`src/sv/pap_pkg.sv`:
```
// Shared types and constants for the power-supply ASCII reply parser.
`timescale 1ns / 1ps

package pap_pkg;

    localparam int          BODY_MAX_DEFAULT    = 20;
    localparam int          READING_W           = 32;
    localparam int          TIMEOUT_W           = 16;
    localparam logic [15:0] TIMEOUT_RESET       = 16'd100;

    localparam logic        OP_BYTE             = 1'b0;
    localparam logic        OP_TICK             = 1'b1;

    localparam logic [1:0]  KIND_OTHER          = 2'd0;
    localparam logic [1:0]  KIND_VOLTAGE        = 2'd1;
    localparam logic [1:0]  KIND_CURRENT        = 2'd2;
    localparam logic [1:0]  KIND_SWITCH         = 2'd3;

    typedef struct packed {
        logic       opcode;
        logic [7:0] rx_byte;
    } in_item_t;

    typedef struct packed {
        logic [READING_W-1:0] voltage_reading;
        logic [READING_W-1:0] current_reading;
        logic [READING_W-1:0] switch_reading;
        logic                 link_up;
        logic                 frame_done;
        logic                 check_ok;
        logic [1:0]           frame_kind;
    } out_item_t;

    typedef struct packed {
        logic [READING_W-1:0] voltage;
        logic [READING_W-1:0] current;
        logic [READING_W-1:0] sw;
    } readings_t;

    typedef struct packed {
        logic       done;
        logic       ok;
        logic [1:0] kind;
    } frame_info_t;

endpackage

```
`src/sv/psu_ascii_reply_parser_top.sv`:
```
// Top level of the power-supply ASCII reply parser: handshake, input and result registers.
`timescale 1ns / 1ps

// Takes one item per clock: a received byte or a timer tick, and returns one result
// item for each, carrying the three stored readings, the link state and the frame
// report for that byte. An accepted item is held in the input register, parsed and
// counted in a single pass of shallow logic, and then lands in the result register,
// from which the result is offered until taken; the sustained rate is one item per
// cycle while out_stall stays low. A stalled result holds the input register, and
// in_stall rises only when both registers are full. The link timeout is written
// through the cfg channel, which is always ready.
module psu_ascii_reply_parser_top #(
    parameter int MAX_BODY_BYTES = pap_pkg::BODY_MAX_DEFAULT
) (
    input  logic                          clk,
    input  logic                          rst_n,
    input  logic                          in_valid,
    output logic                          in_stall,
    input  pap_pkg::in_item_t             in_item,
    output logic                          out_valid,
    input  logic                          out_stall,
    output pap_pkg::out_item_t            out_item,
    input  logic                          cfg_valid,
    output logic                          cfg_ready,
    input  logic [pap_pkg::TIMEOUT_W-1:0] cfg_data
);

    logic                 in_valid_reg,  in_valid_next;
    pap_pkg::in_item_t    in_item_reg;
    logic                 out_valid_reg, out_valid_next;
    pap_pkg::out_item_t   out_item_reg,  out_item_next;

    logic                 proc;
    logic                 in_take;
    logic                 link_up_next;
    pap_pkg::readings_t   readings_next;
    pap_pkg::frame_info_t frame_next;

    assign proc      = in_valid_reg && (!out_valid_reg || !out_stall);
    assign in_stall  = in_valid_reg && !proc;
    assign in_take   = in_valid && !in_stall;
    assign cfg_ready = 1'b1;

    pap_parser #(
        .MAX_BODY_BYTES (MAX_BODY_BYTES)
    ) u_parser (
        .clk           (clk),
        .rst_n         (rst_n),
        .byte_en       (proc && (in_item_reg.opcode == pap_pkg::OP_BYTE)),
        .rx_byte       (in_item_reg.rx_byte),
        .readings_next (readings_next),
        .frame_next    (frame_next)
    );

    pap_link_wdog u_wdog (
        .clk          (clk),
        .rst_n        (rst_n),
        .en           (proc),
        .is_tick      (in_item_reg.opcode == pap_pkg::OP_TICK),
        .cfg_we       (cfg_valid && cfg_ready),
        .cfg_data     (cfg_data),
        .link_up_next (link_up_next)
    );

    always_comb
    begin
        in_valid_next  = in_take ? 1'b1 : (proc ? 1'b0 : in_valid_reg);
        out_valid_next = proc ? 1'b1 : (out_stall ? out_valid_reg : 1'b0);

        out_item_next                 = out_item_reg;
        out_item_next.voltage_reading = readings_next.voltage;
        out_item_next.current_reading = readings_next.current;
        out_item_next.switch_reading  = readings_next.sw;
        out_item_next.link_up         = link_up_next;
        out_item_next.frame_done      = frame_next.done;
        out_item_next.check_ok        = frame_next.ok;
        out_item_next.frame_kind      = frame_next.kind;
    end

    always_ff @(posedge clk or negedge rst_n)
    begin
        if (!rst_n)
        begin
            in_valid_reg  <= 1'b0;
            out_valid_reg <= 1'b0;
        end
        else
        begin
            in_valid_reg  <= in_valid_next;
            out_valid_reg <= out_valid_next;
        end
    end

    always_ff @(posedge clk)
    begin
        if (in_take)
            in_item_reg <= in_item;
        if (proc)
            out_item_reg <= out_item_next;
    end

    assign out_valid = out_valid_reg;
    assign out_item  = out_item_reg;

`ifndef SYNTHESIS
    a_stall_needs_item: assert property (@(posedge clk) disable iff (!rst_n)
        in_stall |-> (in_valid_reg && out_valid_reg && out_stall))
        else $error("in_stall raised without a blocked item");

    a_item_kept: assert property (@(posedge clk) disable iff (!rst_n)
        (in_valid_reg && !proc) |=> in_valid_reg)
        else $error("held item lost from input register");

    a_proc_gives_result: assert property (@(posedge clk) disable iff (!rst_n)
        proc |=> out_valid)
        else $error("processed item gave no result");

    a_kind_needs_done: assert property (@(posedge clk) disable iff (!rst_n)
        (out_valid && (out_item.frame_kind != pap_pkg::KIND_OTHER || out_item.check_ok))
        |-> out_item.frame_done)
        else $error("frame report without frame_done");
`endif

endmodule

```
`src/sv/pap_link_wdog.sv`:
```
// Link watchdog: timeout register and tick countdown.
`timescale 1ns / 1ps

module pap_link_wdog (
    input  logic                           clk,
    input  logic                           rst_n,
    input  logic                           en,
    input  logic                           is_tick,
    input  logic                           cfg_we,
    input  logic [pap_pkg::TIMEOUT_W-1:0]  cfg_data,
    output logic                           link_up_next
);

    logic [pap_pkg::TIMEOUT_W-1:0] timeout_cfg_reg;
    logic [pap_pkg::TIMEOUT_W-1:0] timeout_left_reg;
    logic [pap_pkg::TIMEOUT_W-1:0] timeout_left_next;

    always_comb
    begin
        timeout_left_next = timeout_left_reg;
        if (en)
        begin
            if (is_tick)
            begin
                if (timeout_left_reg != '0)
                    timeout_left_next = timeout_left_reg - 1'b1;
            end
            else if (timeout_cfg_reg != '0)
                timeout_left_next = timeout_cfg_reg;
            else
                timeout_left_next = pap_pkg::TIMEOUT_W'(1);
        end
    end

    assign link_up_next = (timeout_left_next != '0);

    always_ff @(posedge clk or negedge rst_n)
    begin
        if (!rst_n)
        begin
            timeout_cfg_reg  <= pap_pkg::TIMEOUT_RESET;
            timeout_left_reg <= '0;
        end
        else
        begin
            if (cfg_we)
                timeout_cfg_reg <= cfg_data;
            timeout_left_reg <= timeout_left_next;
        end
    end

endmodule

```
`src/sv/pap_parser.sv`:
```
// Reply frame parser: address, body, check byte and stored readings.
`timescale 1ns / 1ps

module pap_parser #(
    parameter int MAX_BODY_BYTES = pap_pkg::BODY_MAX_DEFAULT
) (
    input  logic                    clk,
    input  logic                    rst_n,
    input  logic                    byte_en,
    input  logic [7:0]              rx_byte,
    output pap_pkg::readings_t      readings_next,
    output pap_pkg::frame_info_t    frame_next
);

    localparam int POS_W = $clog2(MAX_BODY_BYTES + 1);
    localparam int RW    = pap_pkg::READING_W;

    typedef enum logic [2:0] {
        PH_WAIT = 3'b001,
        PH_ADDR = 3'b010,
        PH_BODY = 3'b100
    } phase_t;

    localparam logic [7:0]  CH_COLON = 8'h3A;
    localparam logic [7:0]  CH_CR    = 8'h0D;
    localparam logic [7:0]  CH_LF    = 8'h0A;
    localparam logic [7:0]  CH_ZERO  = 8'h30;
    localparam logic [7:0]  CH_NINE  = 8'h39;
    localparam logic [7:0]  CHK_BASE = 8'd64;
    localparam logic [4:0]  MOD_BASE = 5'd26;
    localparam logic [15:0] CMD_RV   = 16'h7276;
    localparam logic [15:0] CMD_RJ   = 16'h726A;
    localparam logic [15:0] CMD_RC   = 16'h7263;

    // b mod 26 via reciprocal 79/2048, exact for 8-bit b
    function automatic logic [4:0] mod26_byte(input logic [7:0] b);
        logic [14:0] p;
        logic [3:0]  q;
        logic [7:0]  r;
        p = 15'(b) * 15'(79);
        q = p[14:11];
        r = b - 8'(q) * 8'(26);
        return r[4:0];
    endfunction

    phase_t             phase_reg,   phase_next;
    logic [POS_W-1:0]   pos_reg,     pos_next;
    logic [15:0]        cmd_reg,     cmd_next;
    logic [4:0]         sum_reg,     sum_next;
    logic [7:0]         prev_reg,    prev_next;
    logic [RW-1:0]      acc_reg,     acc_next;
    logic               open_reg,    open_next;
    pap_pkg::readings_t rd_reg;

    logic [POS_W-1:0]   count;
    logic               is_digit;
    logic               is_term;
    logic [RW+3:0]      acc_mul;
    logic [5:0]         sum_add;

    assign count    = pos_reg + 1'b1;
    assign is_digit = (rx_byte >= CH_ZERO) && (rx_byte <= CH_NINE);
    assign is_term  = (rx_byte == CH_CR) || (rx_byte == CH_LF);
    assign acc_mul  = {1'b0, acc_reg, 3'b000} + {3'b000, acc_reg, 1'b0}
                    + (RW+4)'(rx_byte - CH_ZERO);
    assign sum_add  = 6'(sum_reg) + 6'(mod26_byte(prev_reg));

    always_comb
    begin
        phase_next    = phase_reg;
        pos_next      = pos_reg;
        cmd_next      = cmd_reg;
        sum_next      = sum_reg;
        prev_next     = prev_reg;
        acc_next      = acc_reg;
        open_next     = open_reg;
        readings_next = rd_reg;
        frame_next    = '0;
        if (byte_en)
        begin
            unique case (phase_reg)
                PH_ADDR:
                begin
                    if (is_digit)
                    begin
                        if (pos_reg != '0)
                        begin
                            phase_next = PH_BODY;
                            pos_next   = '0;
                            cmd_next   = '0;
                            sum_next   = '0;
                            prev_next  = '0;
                            acc_next   = '0;
                            open_next  = 1'b1;
                        end
                        else
                            pos_next = count;
                    end
                    else
                    begin
                        phase_next = PH_WAIT;
                        pos_next   = '0;
                    end
                end
                PH_BODY:
                begin
                    if (pos_reg < POS_W'(2))
                        cmd_next = {cmd_reg[7:0], rx_byte};
                    else if (open_reg)
                    begin
                        if (is_digit)
                            acc_next = (acc_mul[RW+3:RW] != '0) ? '1 : acc_mul[RW-1:0];
                        else
                            open_next = 1'b0;
                    end

                    if (count >= POS_W'(MAX_BODY_BYTES))
                    begin
                        phase_next = PH_WAIT;
                        pos_next   = '0;
                    end
                    else if (is_term)
                    begin
                        phase_next = PH_WAIT;
                        pos_next   = '0;
                        if (count >= POS_W'(4))
                        begin
                            frame_next.done = 1'b1;
                            frame_next.ok   = (CHK_BASE + 8'(sum_reg)) == prev_reg;
                            priority if (cmd_reg == CMD_RV)
                            begin
                                frame_next.kind       = pap_pkg::KIND_VOLTAGE;
                                readings_next.voltage = acc_reg;
                            end
                            else if (cmd_reg == CMD_RJ)
                            begin
                                frame_next.kind       = pap_pkg::KIND_CURRENT;
                                readings_next.current = acc_reg;
                            end
                            else if (cmd_reg == CMD_RC)
                            begin
                                frame_next.kind  = pap_pkg::KIND_SWITCH;
                                readings_next.sw = acc_reg;
                            end
                            else
                                frame_next.kind = pap_pkg::KIND_OTHER;
                        end
                    end
                    else
                    begin
                        if (pos_reg != '0)
                            sum_next = (sum_add >= 6'(MOD_BASE)) ?
                                       5'(sum_add - 6'(MOD_BASE)) : sum_add[4:0];
                        prev_next = rx_byte;
                        pos_next  = count;
                    end
                end
                default:
                begin
                    pos_next   = (rx_byte == CH_COLON) ? '0 : pos_reg;
                    phase_next = (rx_byte == CH_COLON) ? PH_ADDR : PH_WAIT;
                end
            endcase
        end
    end

    always_ff @(posedge clk or negedge rst_n)
    begin
        if (!rst_n)
        begin
            phase_reg <= PH_WAIT;
            pos_reg   <= '0;
            cmd_reg   <= '0;
            sum_reg   <= '0;
            prev_reg  <= '0;
            acc_reg   <= '0;
            open_reg  <= 1'b1;
            rd_reg    <= '0;
        end
        else
        begin
            phase_reg <= phase_next;
            pos_reg   <= pos_next;
            cmd_reg   <= cmd_next;
            sum_reg   <= sum_next;
            prev_reg  <= prev_next;
            acc_reg   <= acc_next;
            open_reg  <= open_next;
            rd_reg    <= readings_next;
        end
    end

endmodule
```
`config.mk`:
```
export PLATFORM = sky130hd
export DESIGN_NAME = psu_ascii_reply_parser_top
export DESIGN_NICKNAME = d
export VERILOG_FILES = /design/src/sv/pap_pkg.sv /design/src/sv/psu_ascii_reply_parser_top.sv /design/src/sv/pap_link_wdog.sv /design/src/sv/pap_parser.sv
export SDC_FILE = /design/constraint.sdc
export NUM_CORES = 1
export LEC_CHECK = 0
export BUFFER_PORTS_ARGS = -buffer_cell sky130_fd_sc_hd__buf_2
export CORE_UTILIZATION = 35
export DETAILED_ROUTE_END_ITERATION = 8
export HOLD_SLACK_MARGIN = 0.08
export PLACE_DENSITY_LB_ADDON = 0.2
export SLEW_MARGIN = 25
export SYNTH_ARGS = -nofsm -noshare
export SYNTH_HDL_FRONTEND = slang
export SYNTH_SLANG_ARGS = --single-unit
export TNS_END_PERCENT = 1
```
`constraint.sdc`:
```
create_clock -name clk -period 8.3 [get_ports clk]
set_clock_uncertainty 0.2 [all_clocks]
set_input_delay 1.66 -clock clk [delete_from_list [all_inputs] [get_ports clk]]
set_output_delay 1.66 -clock clk [all_outputs]
set_load 0.02 [all_outputs]
```
* After elaboration in Yosys (flattened, before gate mapping)
Cells that the tools add are included.
** Word-level totals
- Register bits after elaboration :: 310
- Input bits :: 30
- Output and inout port bits :: 104
** Cells by class
- Equality and inequality tests :: 21
- Multiply operators :: 2
- Reductions and logical operators :: 29
- Add/subtract/negate cells :: 9
- Order comparisons :: 6
- Bitwise operators :: 5
- Multiplexer cells :: 63
** Operators by type and width (number)
- $mux W96 :: 5
- $mux W32 :: 10
- $mux W16 :: 7
- $mux W64 :: 1
- $pmux W32 S2 :: 1
- $mux W5 :: 11
- $eq A16 B15 Y1 const B :: 3
- $reduce_bool A16 Y1 :: 3
- $add A35 B33 Y36 :: 1
- $add A36 B36 Y36 :: 1
- $mux W8 :: 4
- $pmux W16 S2 :: 1
- $pmux W5 S2 :: 2
- $eq A8 B4 Y1 const B :: 2
- $pmux W8 S2 :: 1
- $sub A16 B1 Y16 const B :: 1
- $mul A8 B7 Y15 const B :: 1
- $ne A2 B1 Y1 const B :: 7
- $reduce_and A7 Y1 :: 2
- $mux W3 :: 4
- $reduce_and A5 Y1 :: 2
- $mux W1 :: 9
- $sub A8 B6 Y9 const B :: 1
- $add A7 B5 Y8 const A :: 1
- 36 further kinds :: 54

* Longest topological paths before layout
- Word-level depth :: 10
- Gate-level depth with buffers :: 28
- Gate-level depth less buffers :: 28

* By module
From an unflattened synthesis, not the netlist that was laid out.
** Second synthesis, totals
- Cells, all modules :: 1325
- Area, all modules :: 16130.5 um^2
** By module, submodules not included
- pap_parser :: area an instance 10861.7 um^2, sequential area each 4156.5 um^2, cells an instance 1025, instances 1
- psu_ascii_reply_parser_top :: area an instance 3417.0 um^2, sequential area each 3353.2 um^2, cells an instance 123, instances 1
- pap_link_wdog :: area an instance 1851.8 um^2, sequential area each 804.5 um^2, cells an instance 177, instances 1

* Worst setup path before layout
No wires, ideal clock.
- Path kind :: in2reg
- From :: input port out_stall
- To :: register out_item_reg (netlist bit out_item[4]), data pin
- Arrival time :: 6.276 ns
- Stages on the path :: 9
- Setup slack :: 1.551 ns
- Path buffers :: 1
- Setup time :: 0.274 ns
- Data required time :: 7.826 ns
- Cell sequence :: a21bo_2 -> inv_1 -> clkbuf_1 -> o21ai_0 -> nand2_1 -> o311ai_4 -> or3b_1 -> nor4_2 -> nand4b_1
** Between the ends
- Longest elaborated chain between the ends :: 5
** RTL lines
- from (decl) :: line psu_ascii_reply_parser_top.sv:21 : input logic out_stall,
- $logic_not A1 Y1 :: line psu_ascii_reply_parser_top.sv:39 : assign proc = in_valid_reg && (!out_valid_reg || !out_stall);
- $logic_or A1 B1 Y1 :: line psu_ascii_reply_parser_top.sv:39
- $logic_and A1 B1 Y1 :: line psu_ascii_reply_parser_top.sv:39
- $mux W16 :: line pap_link_wdog.sv:21 : if (en)
- named net u_wdog.timeout_left_next (one bit) :: line pap_link_wdog.sv:16 : logic [pap_pkg::TIMEOUT_W-1:0] timeout_left_next;
- $reduce_bool A16 Y1 :: line pap_link_wdog.sv:35 : assign link_up_next = (timeout_left_next != '0);
- named net link_up_next :: line psu_ascii_reply_parser_top.sv:35 : logic link_up_next;
- to (signal assigned) :: line psu_ascii_reply_parser_top.sv:99 : out_item_reg <= out_item_next;
- to (decl) :: line psu_ascii_reply_parser_top.sv:31 : pap_pkg::out_item_t out_item_reg, out_item_next;
The timed path passes the listed nets, and every way through them passes these cells.
A chain may end at the register's enable or synchronous reset.

* Worst setup path in the final report
- From :: register u_parser.prev_reg[4]
- To :: register u_parser.sum_reg[3]
** Between the ends
- Longest elaborated chain between the ends :: 10
- Elaborated cells on any way between the ends :: 11
** RTL lines
- from (decl) :: line pap_parser.sv:50 : logic [7:0] prev_reg, prev_next;
- from (signal assigned) :: line pap_parser.sv:186 : prev_reg <= prev_next;
- $mul A8 B7 Y15 :: line pap_parser.sv:40 : p = 15'(b) * 15'(79);
- $mul A4 B3 Y4 :: line pap_parser.sv:42 : r = b - 8'(q) * 8'(26);
- $sub A5 B5 Y5 (*) :: line pap_parser.sv:42
- $add A5 B5 Y6 (*) :: line pap_parser.sv:66 : assign sum_add = 6'(sum_reg) + 6'(mod26_byte(prev_reg));
- $sub A5 B5 Y5 or $ge A6 B5 Y1 (tied branches) :: line pap_parser.sv:153, pap_parser.sv:152
- $mux W5 (*) :: line pap_parser.sv:152 : sum_next = (sum_add >= 6'(MOD_BASE)) ?
- $mux W5 (*) :: line pap_parser.sv:151 : if (pos_reg != '0)
- $mux W5 (*) :: line pap_parser.sv:122 : else if (is_term)
- $mux W5 (*) :: line pap_parser.sv:117 : if (count >= POS_W'(MAX_BODY_BYTES))
- $pmux W5 S2 (*) :: line pap_parser.sv:81 : unique case (phase_reg)
- to (signal assigned) :: line pap_parser.sv:185 : sum_reg <= sum_next;
- to (decl) :: line pap_parser.sv:49 : logic [4:0] sum_reg, sum_next;
Every way passes the cells marked *; elsewhere a longest branch is shown, timed or not. The select of a mux whose other input is x is not followed.

==> metrics.txt <==
# TYPE chip_impl_metric gauge
chip_impl_metric{name="maxSlewHeadroom",unit=""} 0.379
chip_impl_info{name="layout_commonest_cell",value="sky130_fd_sc_hd__dfrtp_1"} 1
chip_impl_metric{name="detailroute.via_count",unit=""} 10417
chip_impl_metric{name="setup_viol_count_final",unit=""} 0
chip_impl_metric{name="worst_ep_arrival_time",unit="ps"} 7090
chip_impl_metric{name="max_cap_violations",unit=""} 0
chip_impl_metric{name="die_area",unit="um^2"} 46200
chip_impl_metric{name="core-area",unit="um^2"} 44500
chip_impl_metric{name="dr_wl_met3",unit="mm"} 1.09
chip_impl_metric{name="synth_area",unit="um^2"} 15900
chip_impl_metric{name="antenna-diode-count",unit=""} 0
chip_impl_metric{name="fin_setup_tns",unit="ps"} 0
chip_impl_metric{name="cts.sink_count",unit=""} 310
chip_impl_info{name="delay_heaviest_family_cp",value="adder cells"} 1
chip_impl_info{name="worstHoldPathType",value="flop to flop"} 1
chip_impl_metric{name="crit_path_max_incr_delay",unit="ps"} 580
chip_impl_metric{name="die_width",unit="um"} 215
chip_impl_metric{name="post_route_cells_drive_above_1_share",unit=""} 0.204
chip_impl_metric{name="drtPass1Iterations",unit=""} 4
chip_impl_metric{name="max_freq",unit="GHz"} 0.145
chip_impl_metric{name="num-nets-final",unit=""} 1590
chip_impl_metric{name="postRouteAntennaNets",unit=""} 0
chip_impl_metric{name="rows",unit=""} 77
chip_impl_metric{name="grt_antenna_before_repair",unit=""} 0
chip_impl_info{name="cts-root-buf",value="sky130_fd_sc_hd__clkbuf_16"} 1
chip_impl_metric{name="cts_max_level",unit=""} 2
chip_impl_metric{name="postSynthRegisterBits",unit=""} 310
chip_impl_metric{name="cp_max_fo",unit=""} 6
chip_impl_metric{name="post_cts_hold_buffer_count",unit=""} 0
chip_impl_metric{name="first_iter_violations",unit=""} 594
chip_impl_metric{name="synthToLayoutAreaGrowth",unit="%"} 15.4
chip_impl_metric{name="die_h",unit="um"} 215
chip_impl_info{name="setup_repair_after_global_routing_missed_its_margin",value="false"} 1
chip_impl_metric{name="grt_first_pass_wirelength",unit="mm"} 59.5
chip_impl_metric{name="final_period_demand_of_the_worst_path",unit="ps"} 6880
chip_impl_metric{name="routed_via_density",unit=""} 5.09
chip_impl_metric{name="postSynth.asyncResetShare",unit=""} 0.645
chip_impl_metric{name="cp_data_required_time",unit="ps"} 8510
chip_impl_metric{name="synthesis.instances",unit=""} 1299
chip_impl_metric{name="routed_wirelength",unit="mm"} 36.6
chip_impl_info{name="setup.worst_path.start_class",value="flop"} 1
chip_impl_metric{name="synth-seq-area-share",unit=""} 0.524
chip_impl_metric{name="largest_net_degree_at_the_start_of_global_routing",unit=""} 112
chip_impl_metric{name="route.met2.wl",unit="mm"} 16.5
chip_impl_metric{name="clk_pin_slew_worst_setup_hold_paths",unit="ps"} 60
chip_impl_metric{name="cts.repair.resized",unit=""} 0
chip_impl_metric{name="wirelength_met1",unit="mm"} 18.0
chip_impl_metric{name="first_global_vias",unit=""} 10701
chip_impl_metric{name="post-dp-hpwl",unit="mm"} 25.3
chip_impl_metric{name="start_util",unit=""} 0.357
chip_impl_metric{name="port_buffers",unit=""} 132
chip_impl_metric{name="overflow",unit=""} 0
chip_impl_info{name="critical_path.endpoint_type",value="flop"} 1
chip_impl_metric{name="syn-num-nets",unit=""} 1460
chip_impl_metric{name="synth_edf_count",unit=""} 110
chip_impl_metric{name="timing.final.max_slew_violations",unit=""} 0
chip_impl_info{name="criticalPathCategory",value="flop to flop"} 1
chip_impl_info{name="tritoncts",value="done"} 1
chip_impl_metric{name="boundaryPins",unit=""} 134
chip_impl_info{name="topRoutingLayerUsed",value="met4"} 1
chip_impl_metric{name="gpl.final_weighted_congestion",unit=""} 0.873
chip_impl_metric{name="route.detailed.wl_per_inst",unit="um"} 17.9
chip_impl_metric{name="largest_reg_flops",unit=""} 101
chip_impl_metric{name="timing.critical_path.buf_inv",unit=""} 5
chip_impl_metric{name="yosysWarningCount",unit=""} 0
chip_impl_metric{name="clockBufferDepth",unit=""} 3
chip_impl_metric{name="least_margin_pin_slew",unit="ps"} 927
chip_impl_metric{name="drc_errors",unit=""} 0
chip_impl_metric{name="timing_hold_violations_final",unit=""} 0
chip_impl_metric{name="clkLatencyLatePin",unit="ps"} 530
chip_impl_metric{name="tritoncts.num_buffers",unit=""} 36
chip_impl_metric{name="timing.final.crit_share",unit=""} 0.829
chip_impl_info{name="critPathSlowestCell",value="sky130_fd_sc_hd__fa_1"} 1
chip_impl_info{name="crit_path_frequent_cell",value="sky130_fd_sc_hd__xnor2_1"} 1
chip_impl_metric{name="cts_post_setup_buffers_inserted",unit=""} 0
chip_impl_info{name="status",value="finished, final reports clean"} 1
chip_impl_metric{name="grt_usage",unit=""} 0.162
chip_impl_info{name="final_cell_mix",value="195 x sky130_fd_sc_hd__dfrtp_1, 131 x sky130_fd_sc_hd__buf_2, 110 x sky130_fd_sc_hd__edfxtp_1"} 1
chip_impl_metric{name="avgSynthCellArea",unit="um^2"} 12.2
chip_impl_info{name="synth_ff_type",value="sky130_fd_sc_hd__dfrtp_1"} 1
chip_impl_metric{name="netlist-cell-type-count",unit=""} 85
## kinds of logic (layout without fill, tap and decap cells)
| family | count (synthesis) | after routing | synth area share |
|---|---|---|---|
| buffers and inverters | 137 | 292 | 0.0356 |
| AOI/OAI and AO/OA | 326 | 326 | 0.135 |
| other | 1 | 1 | 0.000236 |
| adders and majority gates | 131 | 131 | 0.126 |
| muxes | 102 | 102 | 0.0721 |
| and+or+nand+nor | 243 | 243 | 0.0808 |
| xor gates and xnor gates | 49 | 49 | 0.0270 |
| DFF | 310 | 310 | 0.524 |
## metal layers
metal	up-vias	GRT usage
met2	179	0.252
met1	5169	0.230
met4	0	0.0602
li1	5008	-
met5	-	0
met3	61	0.0224
## metrics by stage
step	worst slack, ps	hold WS (ps)	area, um^2	instances	utilization
finish	1420	261	18300	2046	0.412
CTS	1400	264	18300	2046	0.411
global route	993	282	18300	2046	0.412
global placement	1580	249	17100	1983	0.385
floorplan	1550	239	15900	1299	-
detailed placement	1400	253	17100	1983	0.385
## synth_stat cells, drive strengths merged, types with 11 or more instances
cell      n  share of area
a21o     16         0.0076
xnor2    27          0.015
fa       47          0.059
nor4     11         0.0051
a31oi    42          0.017
nor2     54          0.013
o21ai    95          0.031
nand2b   11         0.0045
edfxtp  110           0.21
inv      89          0.021
buf      26         0.0094
nand2    76          0.018
a22o     29          0.016
dfrtp   195           0.31
xor2     22          0.012
ha       84          0.066
a21oi    60          0.019
nor3     20         0.0066
mux2     98          0.070
clkbuf   22         0.0052
## worst register-to-register path: cells and delay by family, from the launching register on
kind | cells | cell delay [ps]
AOI/OAI and AO/OA | 7 | 1160
xor gates and xnor gates | 6 | 990
buffers and inverters | 5 | 400
and+or+nand+nor | 2 | 470
adders and majority gates | 8 | 2990
DFF | 1 | 560
## final timing paths
path                                            from                        end  slack (ps)  depth (start not counted)
worst max-delay path            u_parser.prev_reg[4]        u_parser.sum_reg[3]        1420                         28
worst min-delay path               u_parser.open_reg          u_parser.open_reg         260                          2
worst max register to register  u_parser.prev_reg[4]        u_parser.sum_reg[3]        1420                         28
worst min register to register     u_parser.open_reg          u_parser.open_reg         260                          2
max in group asynchronous                      rst_n        u_parser.rd_reg[90]        5820                          2
min in group asynchronous                      rst_n  u_wdog.timeout_cfg_reg[4]         980                          1
## final cells by class
cell class / instances / area, um^2
timing repair buffer: 140 / 742
fill: 4286 / 26200
multi-input combinational: 852 / 7020
inverter: 89 / 337
clock inverter: 16 / 188
tap: 592 / 741
sequential: 310 / 8310
clock buffer: 47 / 983
Power is not shown: default switching activity piles up to over one toggle a cycle in this logic, so the estimate is an artifact.
